`src/hdl/wpfm_pkg.sv`:
```
// Shared constants and controller/datapath interface types for the flow meter.
`timescale 1ns / 1ps

package wpfm_pkg;

    // Counter width default (pulse and millisecond counters)
    localparam int COUNT_BITS_DEF = 32;

    // Configuration register widths, indexes and reset values
    localparam int CFG_IDX_W = 8;
    localparam int CFG_DATA_W = 16;
    localparam logic [CFG_IDX_W-1:0] REG_WINDOW_MS = 8'd0;
    localparam logic [CFG_IDX_W-1:0] REG_K_X100 = 8'd1;
    localparam logic [CFG_DATA_W-1:0] WINDOW_MS_RST = 16'd1000;
    localparam logic [CFG_DATA_W-1:0] K_X100_RST = 16'd750;

    // Flow result format
    localparam int FLOW_W = 24;
    localparam logic [FLOW_W-1:0] FLOW_MAX = '1;

    // Scale factor 10^8 turns pulses / (ms * Hz-per-lpm/100) into milli-lpm
    localparam int SCALE_W = 27;
    localparam logic [SCALE_W-1:0] SCALE_NUM = 27'd100000000;

    // Commands from controller to datapath
    typedef struct packed {
        logic accept;   // process one input beat
        logic mul;      // form numerator and divisor products
        logic check;    // test for zero divisor or clipping, seed the divider
        logic step;     // one quotient bit
        logic last;     // final quotient bit, deliver the result
    } wpfm_cmd_t;

    // Status from datapath to controller
    typedef struct packed {
        logic compute_due;  // accepted beat starts a new computation
        logic sat_hit;      // result clips, no division needed
    } wpfm_sts_t;

endpackage

```
`src/hdl/wpfm_ctrl.sv`:
```
// Controller state machine sequencing the multiply, check and division steps.
`timescale 1ns / 1ps

module wpfm_ctrl (
    input  logic                 clk,
    input  logic                 rst_n,
    input  logic                 accept,
    input  wpfm_pkg::wpfm_sts_t  sts,
    output wpfm_pkg::wpfm_cmd_t  cmd,
    output logic                 busy
);

    localparam int STEP_W = $clog2(wpfm_pkg::FLOW_W);
    localparam logic [STEP_W-1:0] STEP_LAST = STEP_W'(wpfm_pkg::FLOW_W - 1);

    typedef enum logic [1:0] {
        ST_IDLE,
        ST_MUL,
        ST_CHECK,
        ST_DIV
    } state_t;

    state_t            state_reg;
    logic [STEP_W-1:0] step_cnt_reg;

    always_ff @(posedge clk or negedge rst_n)
    begin
        if (!rst_n)
        begin
            state_reg    <= ST_IDLE;
            step_cnt_reg <= '0;
        end
        else
        begin
            unique case (state_reg)
                ST_IDLE:
                begin
                    if (accept && sts.compute_due)
                    begin
                        state_reg <= ST_MUL;
                    end
                end
                ST_MUL:
                begin
                    state_reg <= ST_CHECK;
                end
                ST_CHECK:
                begin
                    step_cnt_reg <= STEP_LAST;
                    state_reg    <= sts.sat_hit ? ST_IDLE : ST_DIV;
                end
                ST_DIV:
                begin
                    step_cnt_reg <= step_cnt_reg - 1'b1;
                    if (step_cnt_reg == '0)
                    begin
                        state_reg <= ST_IDLE;
                    end
                end
                default:
                begin
                    state_reg <= ST_IDLE;
                end
            endcase
        end
    end

    always_comb
    begin
        cmd.accept = (state_reg == ST_IDLE) && accept;
        cmd.mul    = (state_reg == ST_MUL);
        cmd.check  = (state_reg == ST_CHECK);
        cmd.step   = (state_reg == ST_DIV);
        cmd.last   = (state_reg == ST_DIV) && (step_cnt_reg == '0);
        busy       = (state_reg != ST_IDLE);
    end

endmodule

```
`src/hdl/wpfm_datapath.sv`:
```
// Datapath: counters, configuration, products, restoring divider, output register.
`timescale 1ns / 1ps

module wpfm_datapath #(
    parameter int COUNT_BITS = wpfm_pkg::COUNT_BITS_DEF
) (
    input  logic                              clk,
    input  logic                              rst_n,
    input  wpfm_pkg::wpfm_cmd_t               cmd,
    output wpfm_pkg::wpfm_sts_t               sts,
    input  logic                              cfg_we,
    input  logic [wpfm_pkg::CFG_IDX_W-1:0]    cfg_index,
    input  logic [wpfm_pkg::CFG_DATA_W-1:0]   cfg_data,
    input  logic                              sensor_level,
    input  logic                              ms_tick,
    input  logic                              query,
    input  logic                              out_stall,
    output logic                              out_valid,
    output logic [wpfm_pkg::FLOW_W-1:0]       flow_milli_lpm,
    output logic                              fresh,
    output logic                              saturated
);

    localparam int FW    = wpfm_pkg::FLOW_W;
    localparam int NUM_W = COUNT_BITS + wpfm_pkg::SCALE_W;
    localparam int DEN_W = COUNT_BITS + wpfm_pkg::CFG_DATA_W;
    localparam int CMP_W = DEN_W + FW;

    logic [wpfm_pkg::CFG_DATA_W-1:0] window_reg;
    logic [wpfm_pkg::CFG_DATA_W-1:0] k_reg;
    logic [COUNT_BITS-1:0]           pulse_reg, pulse_next;
    logic [COUNT_BITS-1:0]           elapsed_reg, elapsed_next;
    logic                            prev_level_reg;
    logic [FW-1:0]                   held_reg;
    logic [COUNT_BITS-1:0]           pulse_snap_reg;
    logic [COUNT_BITS-1:0]           elapsed_snap_reg;
    logic [NUM_W-1:0]                num_reg;
    logic [DEN_W-1:0]                den_reg;
    logic [DEN_W:0]                  rem_reg;
    logic [FW-1:0]                   quo_reg;
    logic                            out_valid_reg;
    logic [FW-1:0]                   flow_reg;
    logic                            fresh_reg;
    logic                            sat_reg;

    logic [COUNT_BITS-1:0] elapsed_tick;
    logic                  edge_seen;
    logic [DEN_W:0]        rem_shift;
    logic                  rem_ge;
    logic [DEN_W:0]        rem_next;
    logic [FW-1:0]         quo_next;

    // Tick first, then query decision, then the pin edge
    always_comb
    begin
        elapsed_tick = elapsed_reg;
        if (ms_tick && (elapsed_reg != '1))
        begin
            elapsed_tick = elapsed_reg + 1'b1;
        end
        edge_seen = sensor_level && !prev_level_reg;
        sts.compute_due = query && (elapsed_tick >= COUNT_BITS'(window_reg));
        sts.sat_hit = (den_reg == '0) ||
                      ({{(CMP_W - NUM_W){1'b0}}, num_reg} >= {den_reg, {FW{1'b0}}});

        if (sts.compute_due)
        begin
            elapsed_next = '0;
            pulse_next   = edge_seen ? COUNT_BITS'(1) : '0;
        end
        else
        begin
            elapsed_next = elapsed_tick;
            pulse_next   = pulse_reg;
            if (edge_seen && (pulse_reg != '1))
            begin
                pulse_next = pulse_reg + 1'b1;
            end
        end

        rem_shift = {rem_reg[DEN_W-1:0], quo_reg[FW-1]};
        rem_ge    = (rem_shift >= {1'b0, den_reg});
        rem_next  = rem_ge ? (rem_shift - {1'b0, den_reg}) : rem_shift;
        quo_next  = {quo_reg[FW-2:0], rem_ge};
    end

    // Control and architectural state
    always_ff @(posedge clk or negedge rst_n)
    begin
        if (!rst_n)
        begin
            window_reg     <= wpfm_pkg::WINDOW_MS_RST;
            k_reg          <= wpfm_pkg::K_X100_RST;
            pulse_reg      <= '0;
            elapsed_reg    <= '0;
            prev_level_reg <= 1'b0;
            held_reg       <= '0;
            out_valid_reg  <= 1'b0;
        end
        else
        begin
            if (cfg_we && (cfg_index == wpfm_pkg::REG_WINDOW_MS))
            begin
                window_reg <= cfg_data;
            end
            if (cfg_we && (cfg_index == wpfm_pkg::REG_K_X100))
            begin
                k_reg <= cfg_data;
            end

            if (out_valid_reg && !out_stall)
            begin
                out_valid_reg <= 1'b0;
            end

            if (cmd.accept)
            begin
                pulse_reg      <= pulse_next;
                elapsed_reg    <= elapsed_next;
                prev_level_reg <= sensor_level;
                if (query && !sts.compute_due)
                begin
                    out_valid_reg <= 1'b1;
                end
            end

            if (cmd.check && sts.sat_hit)
            begin
                held_reg      <= wpfm_pkg::FLOW_MAX;
                out_valid_reg <= 1'b1;
            end

            if (cmd.last)
            begin
                held_reg      <= quo_next;
                out_valid_reg <= 1'b1;
            end
        end
    end

    // Operand, divider and result payload
    always_ff @(posedge clk)
    begin
        if (cmd.accept && sts.compute_due)
        begin
            pulse_snap_reg   <= pulse_reg;
            elapsed_snap_reg <= elapsed_tick;
        end
        if (cmd.accept && query && !sts.compute_due)
        begin
            flow_reg  <= held_reg;
            fresh_reg <= 1'b0;
            sat_reg   <= 1'b0;
        end
        if (cmd.mul)
        begin
            num_reg <= NUM_W'(pulse_snap_reg) * NUM_W'(wpfm_pkg::SCALE_NUM);
            den_reg <= DEN_W'(elapsed_snap_reg) * DEN_W'(k_reg);
        end
        if (cmd.check)
        begin
            // Quotient fits in FW bits here, so the top part is below the divisor
            rem_reg <= (DEN_W + 1)'(num_reg[NUM_W-1:FW]);
            quo_reg <= num_reg[FW-1:0];
            if (sts.sat_hit)
            begin
                flow_reg  <= wpfm_pkg::FLOW_MAX;
                fresh_reg <= 1'b1;
                sat_reg   <= 1'b1;
            end
        end
        if (cmd.step)
        begin
            rem_reg <= rem_next;
            quo_reg <= quo_next;
        end
        if (cmd.last)
        begin
            flow_reg  <= quo_next;
            fresh_reg <= 1'b1;
            sat_reg   <= 1'b0;
        end
    end

    assign out_valid      = out_valid_reg;
    assign flow_milli_lpm = flow_reg;
    assign fresh          = fresh_reg;
    assign saturated      = sat_reg;

endmodule

```
`src/hdl/windowed_pulse_flow_meter_unit.sv`:
```
// Top level of the windowed pulse flow meter: handshakes, controller and datapath.
`timescale 1ns / 1ps
//
//  Channel   Direction  Handshake            Payload
//  --------  ---------  -------------------  ----------------------------------------
//  in        sink       in_valid / in_stall  sensor_level, ms_tick, query
//  out       source     out_valid / out_stall flow_milli_lpm, fresh, saturated
//  cfg       sink       cfg_valid / cfg_ready cfg_index, cfg_data
//
//  A beat without a due computation is taken without waiting for a computation;
//  a held-value query loads the output register as it is accepted. A query that
//  closes a window holds the input through the multiply and check states when
//  the result clips (or the divisor is zero), and through those and 24 steps of
//  the radix-2 restoring divider otherwise, one quotient bit per cycle.
//  A query beat also waits while an earlier result sits stalled in the output
//  register; beats without a query keep flowing then.
//  Reset (rst_n low, asynchronous) clears counters, held flow and the pin
//  history and loads window_ms = 1000, k_x100 = 750. cfg_ready is always high.
//
module windowed_pulse_flow_meter_unit #(
    parameter int COUNT_BITS = wpfm_pkg::COUNT_BITS_DEF
) (
    input  logic                             clk,
    input  logic                             rst_n,
    // input beats
    input  logic                             in_valid,
    output logic                             in_stall,
    input  logic                             sensor_level,
    input  logic                             ms_tick,
    input  logic                             query,
    // result beats
    output logic                             out_valid,
    input  logic                             out_stall,
    output logic [wpfm_pkg::FLOW_W-1:0]      flow_milli_lpm,
    output logic                             fresh,
    output logic                             saturated,
    // configuration writes
    input  logic                             cfg_valid,
    output logic                             cfg_ready,
    input  logic [wpfm_pkg::CFG_IDX_W-1:0]   cfg_index,
    input  logic [wpfm_pkg::CFG_DATA_W-1:0]  cfg_data
);

    wpfm_pkg::wpfm_cmd_t cmd;
    wpfm_pkg::wpfm_sts_t sts;
    logic                busy;
    logic                accept;

    // Hold all input while a computation runs; hold a query beat only while
    // the output register is occupied and stalled, since it needs that slot.
    assign in_stall  = busy || (out_valid && out_stall && query);
    assign accept    = in_valid && !in_stall;
    assign cfg_ready = 1'b1;

    wpfm_ctrl u_ctrl (
        .clk    (clk),
        .rst_n  (rst_n),
        .accept (accept),
        .sts    (sts),
        .cmd    (cmd),
        .busy   (busy)
    );

    wpfm_datapath #(
        .COUNT_BITS (COUNT_BITS)
    ) u_datapath (
        .clk            (clk),
        .rst_n          (rst_n),
        .cmd            (cmd),
        .sts            (sts),
        .cfg_we         (cfg_valid && cfg_ready),
        .cfg_index      (cfg_index),
        .cfg_data       (cfg_data),
        .sensor_level   (sensor_level),
        .ms_tick        (ms_tick),
        .query          (query),
        .out_stall      (out_stall),
        .out_valid      (out_valid),
        .flow_milli_lpm (flow_milli_lpm),
        .fresh          (fresh),
        .saturated      (saturated)
    );

endmodule

```
`config.mk`:
```
export PLATFORM = sky130hd
export DESIGN_NAME = windowed_pulse_flow_meter_unit
export DESIGN_NICKNAME = d
export VERILOG_FILES = /design/src/hdl/wpfm_pkg.sv /design/src/hdl/wpfm_ctrl.sv /design/src/hdl/wpfm_datapath.sv /design/src/hdl/windowed_pulse_flow_meter_unit.sv
export SDC_FILE = /design/constraint.sdc
export NUM_CORES = 2
export LEC_CHECK = 0
export BUFFER_PORTS_ARGS = -buffer_cell sky130_fd_sc_hd__buf_4
export CORE_ASPECT_RATIO = 0.9
export CORE_MARGIN = 2
export CORE_UTILIZATION = 45
export CTS_CLUSTER_DIAMETER = 100
export DETAILED_ROUTE_END_ITERATION = 12
export SETUP_SLACK_MARGIN = 0.4
export SLEW_MARGIN = 20
export SYNTH_ARGS = -nofsm -noshare
export SYNTH_HDL_FRONTEND = slang
export SYNTH_HIERARCHICAL = 1
export SYNTH_SLANG_ARGS = --single-unit
```
`constraint.sdc`:
```
create_clock -name clk -period 10.2 [get_ports clk]
set_input_delay 2.04 -clock clk [delete_from_list [all_inputs] [get_ports clk]]
set_output_delay 2.04 -clock clk [all_outputs]
set_load 0.02 [all_outputs]
```
# Yosys cells after proc, flatten, opt, wreduce, memory -nomap -nowiden
# Index checks and enable logic that the tools add are counted.
# word_totals
out_inout_bits,29
ff_bits,390
# op_classes
muxes,32
n_lt_le_gt_ge,3
n_eq_ne,8
n_reduce_logical,34
multipliers,2
n_addsub,4
# ops
operator,count
$mux 24,8
$mux 48,3
$mux 32,4
$ge 59x72->1,1
$add 32x1->32 const B,2
$ne 32x32->1 const B,2
$mul 32x19->51 const B,1
$ge 49x48->1,1
$logic_not 48->1,1
$mul 32x16->48,1
$sub 48x48->48,1
$ge 32x16->1,1
$logic_and 1x1->1,18
$mux 1,12
$pmux 5 s2,1
$eq 8x1->1 const B,1
$logic_not 8->1,1
$pmux 2 s4,1
$reduce_bool 2->1,4
$mux 2,3
$logic_not 5->1,1
$sub 5x1->5 const B,1
$eq 2x2->1 const B,2
$logic_not 1->1,4
other kinds (5),8

# Longest topological paths before layout
# logic_depth
depth_word,12
mapped_depth,25

# Modules after synthesis
# Netlist, hierarchy kept.
# modules_own_cells
module,seq_area_each_um2,instances,cells_each,area_each_um2
wpfm_datapath,10646.5,1,4769,46868.7
wpfm_ctrl,175.2,1,42,407.9
windowed_pulse_flow_meter_unit,0.0,1,5,30.0

# Worst setup path before layout
# Ideal clock, no wire load.
# synth_timing
path_type,reg2reg
start,register u_datapath.pulse_snap_reg[1]
end,register u_datapath.num_reg[44] (data pin)
synth_period_minus_slack_ns,6.332
arrival_ns,6.073
path_stages_with_launch,23
setup_slack_ns,3.868
required_time_ns,9.940
cell_sequence,edfxtp_1 fa_1 inv_1 fa_1 fa_1 inv_1 fa_1 fa_1 inv_1 fa_1 inv_1 ha_1 clkbuf_1 a21oi_1 o21bai_1 a2111oi_0 nor2_1 or4_1 a31oi_1 o21ai_1 a221o_1 a21oi_1 xnor2_1
# synth_between
elab_chain_len,1
# synth_rtl
element,line_no,text
from (decl),wpfm_datapath.sv:35,logic [COUNT_BITS-1:0] pulse_snap_reg;
from (signal assigned),wpfm_datapath.sv:146,pulse_snap_reg <= pulse_reg;
$mul 32x19->51,wpfm_datapath.sv:157,num_reg <= NUM_W'(pulse_snap_reg) * NUM_W'(wpfm_pkg::SCALE_NUM);
to (signal assigned),wpfm_datapath.sv:157,
to (decl),wpfm_datapath.sv:37,logic [NUM_W-1:0] num_reg;
# Every way passes these cells.
# A chain may end at the register's enable or synchronous reset.

# Worst setup path in the final report
# layout_timing
start,register u_datapath/k_reg[1] (netlist bit)
end,register u_datapath.den_reg[46] (data pin)
# layout_between
elab_chain_len,1
# layout_rtl
element,line_no,text
from (decl),wpfm_datapath.sv:30,logic [wpfm_pkg::CFG_DATA_W-1:0] k_reg;
from (signal assigned),wpfm_datapath.sv:93,k_reg <= wpfm_pkg::K_X100_RST;
from (signal assigned),wpfm_datapath.sv:108,k_reg <= cfg_data;
$mul 32x16->48,wpfm_datapath.sv:158,den_reg <= DEN_W'(elapsed_snap_reg) * DEN_W'(k_reg);
to (signal assigned),wpfm_datapath.sv:158,
to (decl),wpfm_datapath.sv:38,logic [DEN_W-1:0] den_reg;
# Every way passes these cells.

==> qor.yml <==
setup_path:
  ff2ff_path_depth: 21
  cp_top_family: "adder cells"
  path_depth: 21
  critPathLaunchType: "flip-flop"
  cp_num_buf_inv: 3
  slowest_stage: "dfstp_2"
  cp_max_fo: 33
  cp-end-kind: "flip-flop"
  path_class: "reg -> reg"
  cp_slowest_stage_delay_ns: 1.06
  cp_data_required_time_ns: 10.57
  path_cells: "nand2_1 -> fa_1 -> fa_1 -> fa_1 -> inv_1 -> fa_1 -> fa_1 -> inv_1 -> fa_1 -> inv_1 -> ha_1 -> nand3_1 -> a211oi_1 -> nand2_1 -> a21oi_1 -> o21ai_0 -> a31oi_1 -> or3b_2 -> nand2_1 -> o221ai_1 -> xnor2_1"
  critPathMostFrequentCell: "fa_1"
  cp.arrival_ns: 7.80
clocking:
  cts_setup_buffers: 0
  clk_pin_slew_ns: 0.06
  cts-root-buf: "clkbuf_16"
  cts_htree_levels: 2
  numCtsBuffers: 47
  cts.path.max_buffers: 3
  clk_latency_ns: 0.64
  hold_buffers: 0
  cts_sinks: 390
  cts_tree: "done"
  cts_resized: 0
placement:
  dp.cells: 6096
  numPortBuffers: 59
  hpwlAfterDp_um: 92100
  gp_congestion: 0.940
  dp_slack_ns: 2.92
timing:
  slew_viol_final: 0
  setup_violations: 0
  worst_pin_slew_ns: 1.06
  rsz0062_at_grt: "no"
  setup_tns_ns: 0
  fmax_mhz: 135
  finalHoldViolCount: 0
  worst_slack_ns: 2.78
  skew_ns: 0.0607
  slew_headroom: 0.297
  period_share: 0.728
  min_period_ns: 7.42
drt:
  dr.first_iter.drc_count: 2365
  wl_per_cell_um: 18.7
  wl_um: 116000
  route.detailed.drc: 0
  viasPerCell: 5.29
  drt_first_pass_iters: 5
  routed-via-count: 32693
  ant_nets: 0
logic_synthesis:
  async_reset_ff_frac: 0.331
  synth_edf_count: 235
  netlist_instances: 4816
  synth_top_area_share: 0.299
  synth_seq_area_share: 0.229
  synth.area.top_cells: "fa_1 30%, edfxtp_1 15%, ha_1 11%, inv_1 7.8%, dfrtp_1 6.1%"
  synth_ff_type: "edfxtp_1"
  synth_cell_types: 94
  synth_warnings: 6
  netlist_area_um2: 47300
  synth_seq_cells: 390
  synth_top_cell_by_area: "fa_1"
  syn-num-nets: 5973
  syn_avg_cell_area_um2: 9.82
status:
  status: "completed"
cells_and_area:
  final_common_cell: "inv_1"
  num_antenna_cells: 0
  drive_gt1_frac: 0.0525
  final_util: 0.486
  largest_register_ffs: 51
  final_cell_mix: "977 x inv_1, 707 x fa_1, 513 x nand2_1"
  nets: 5935
  stdcell_count: 6185
  syn_to_final_growth_pct: 6.93
  n_fill_cell: 9756
grt:
  first_global_vias: 34048
  grt.total_usage: 0.220
  grt_first_pass_wirelength_um: 189000
  grt_max_degree: 100
  antenna_found_initial: 4
  grt-ovfl-total: 0
worst_hold_path:
  min_delay_path_depth: 2
  hold_path_class: "reg -> reg"
floorplanning:
  fp.dieArea_um2: 108000
  start_util: 0.455
  ios: 61
  die_h_um: 312
  die_x_um: 346
  rows: 112
  core_area_um2: 104000
pwr:
  ir_worst_vdd_mv: 0.134
  leakage_uw: 0.0243
  power_density_nw_per_um2: 128
run:
  drv_cap: 0
## area by class of cell
| cell class | instances | area, µm² | share of cell area |
|---|---|---|---|
| clock buffers | 65 | 1320 | 0.0260 |
| flip-flops and latches | 390 | 10800 | 0.214 |
| repair buffers | 86 | 689 | 0.0136 |
| clock inverters | 23 | 238 | 0.00470 |
| multi-input cells | 3274 | 32100 | 0.635 |
| well taps | 1368 | 1710 | 0.0338 |
| inverters | 979 | 3670 | 0.0726 |
## where the power goes
| group | switching (µW) | internal (µW) | leakage [µW] |
|---|---|---|---|
| Sequential | 220 | 2130 | 0.00416 |
| Clock | 731 | 944 | 0.000761 |
| Combinational | 1440 | 1030 | 0.0194 |
| Total | 2390 | 4100 | 0.0243 |
## metrics by stage
stage | total power (µW) | hold WS [ns] | cell area, µm²
finish | 6490 | 0.445 | 50600
global placement | 4770 | 0.433 | 49000
CTS | 6520 | 0.447 | 50600
global route | 6940 | 0.481 | 50600
floorplan | 4150 | 0.453 | 47300
detailed placement | 4800 | 0.437 | 49000
## kinds of logic after synthesis
kind of cell | after synthesis | synth area share
DFF | 390 | 0.229
adders and majority gates | 1125 | 0.410
and+or+nand+nor | 1234 | 0.129
xor gates and xnor gates | 185 | 0.0343
buffers and inverters | 1152 | 0.0931
other | 1 | 0.0000793
muxes | 68 | 0.0153
AOI/OAI and AO/OA | 661 | 0.0895
## worst paths after layout
check | from | endpoint | slack [ns]
min in group asynchronous | rst_n | u_datapath/k_reg[14] | 1.47
setup reg to reg | u_datapath/k_reg[1] | u_datapath/den_reg[46] | 2.78
setup / recovery | u_datapath/k_reg[1] | u_datapath/den_reg[46] | 2.78
hold / removal | u_datapath/fresh | u_datapath/fresh | 0.45
max in group asynchronous | rst_n | u_datapath/held_reg[1] | 7.41
hold reg to reg | u_datapath/fresh | u_datapath/fresh | 0.45
## per-layer routing
layer,global-route usage,part of all wire,vias to the layer above
met4,0.0521,0.022,2
met3,0.0432,0.066,142
met2,0.326,0.43,840
li1,-,-,15352
met1,0.331,0.48,16357
met5,0,0.00010,-
## worst min-delay path, cell delays in order, from the launching register on
cell and delay (ns):
dfxtp_1 0.31, nand2_1 0.05, nand2_1 0.04
## cells in the mapped netlist (88+ instances only)
master and instances:
edfxtp_1 235, inv_1 978, o21ai_0 110, dfrtp_1 116, xnor2_1 114, nand2_1 513, a21o_1 88, and2_1 243
fa_1 707, nor2_1 146, ha_1 418, a21oi_1 208, clkbuf_1 144
Note: power is estimated with default switching activity, not from simulation.
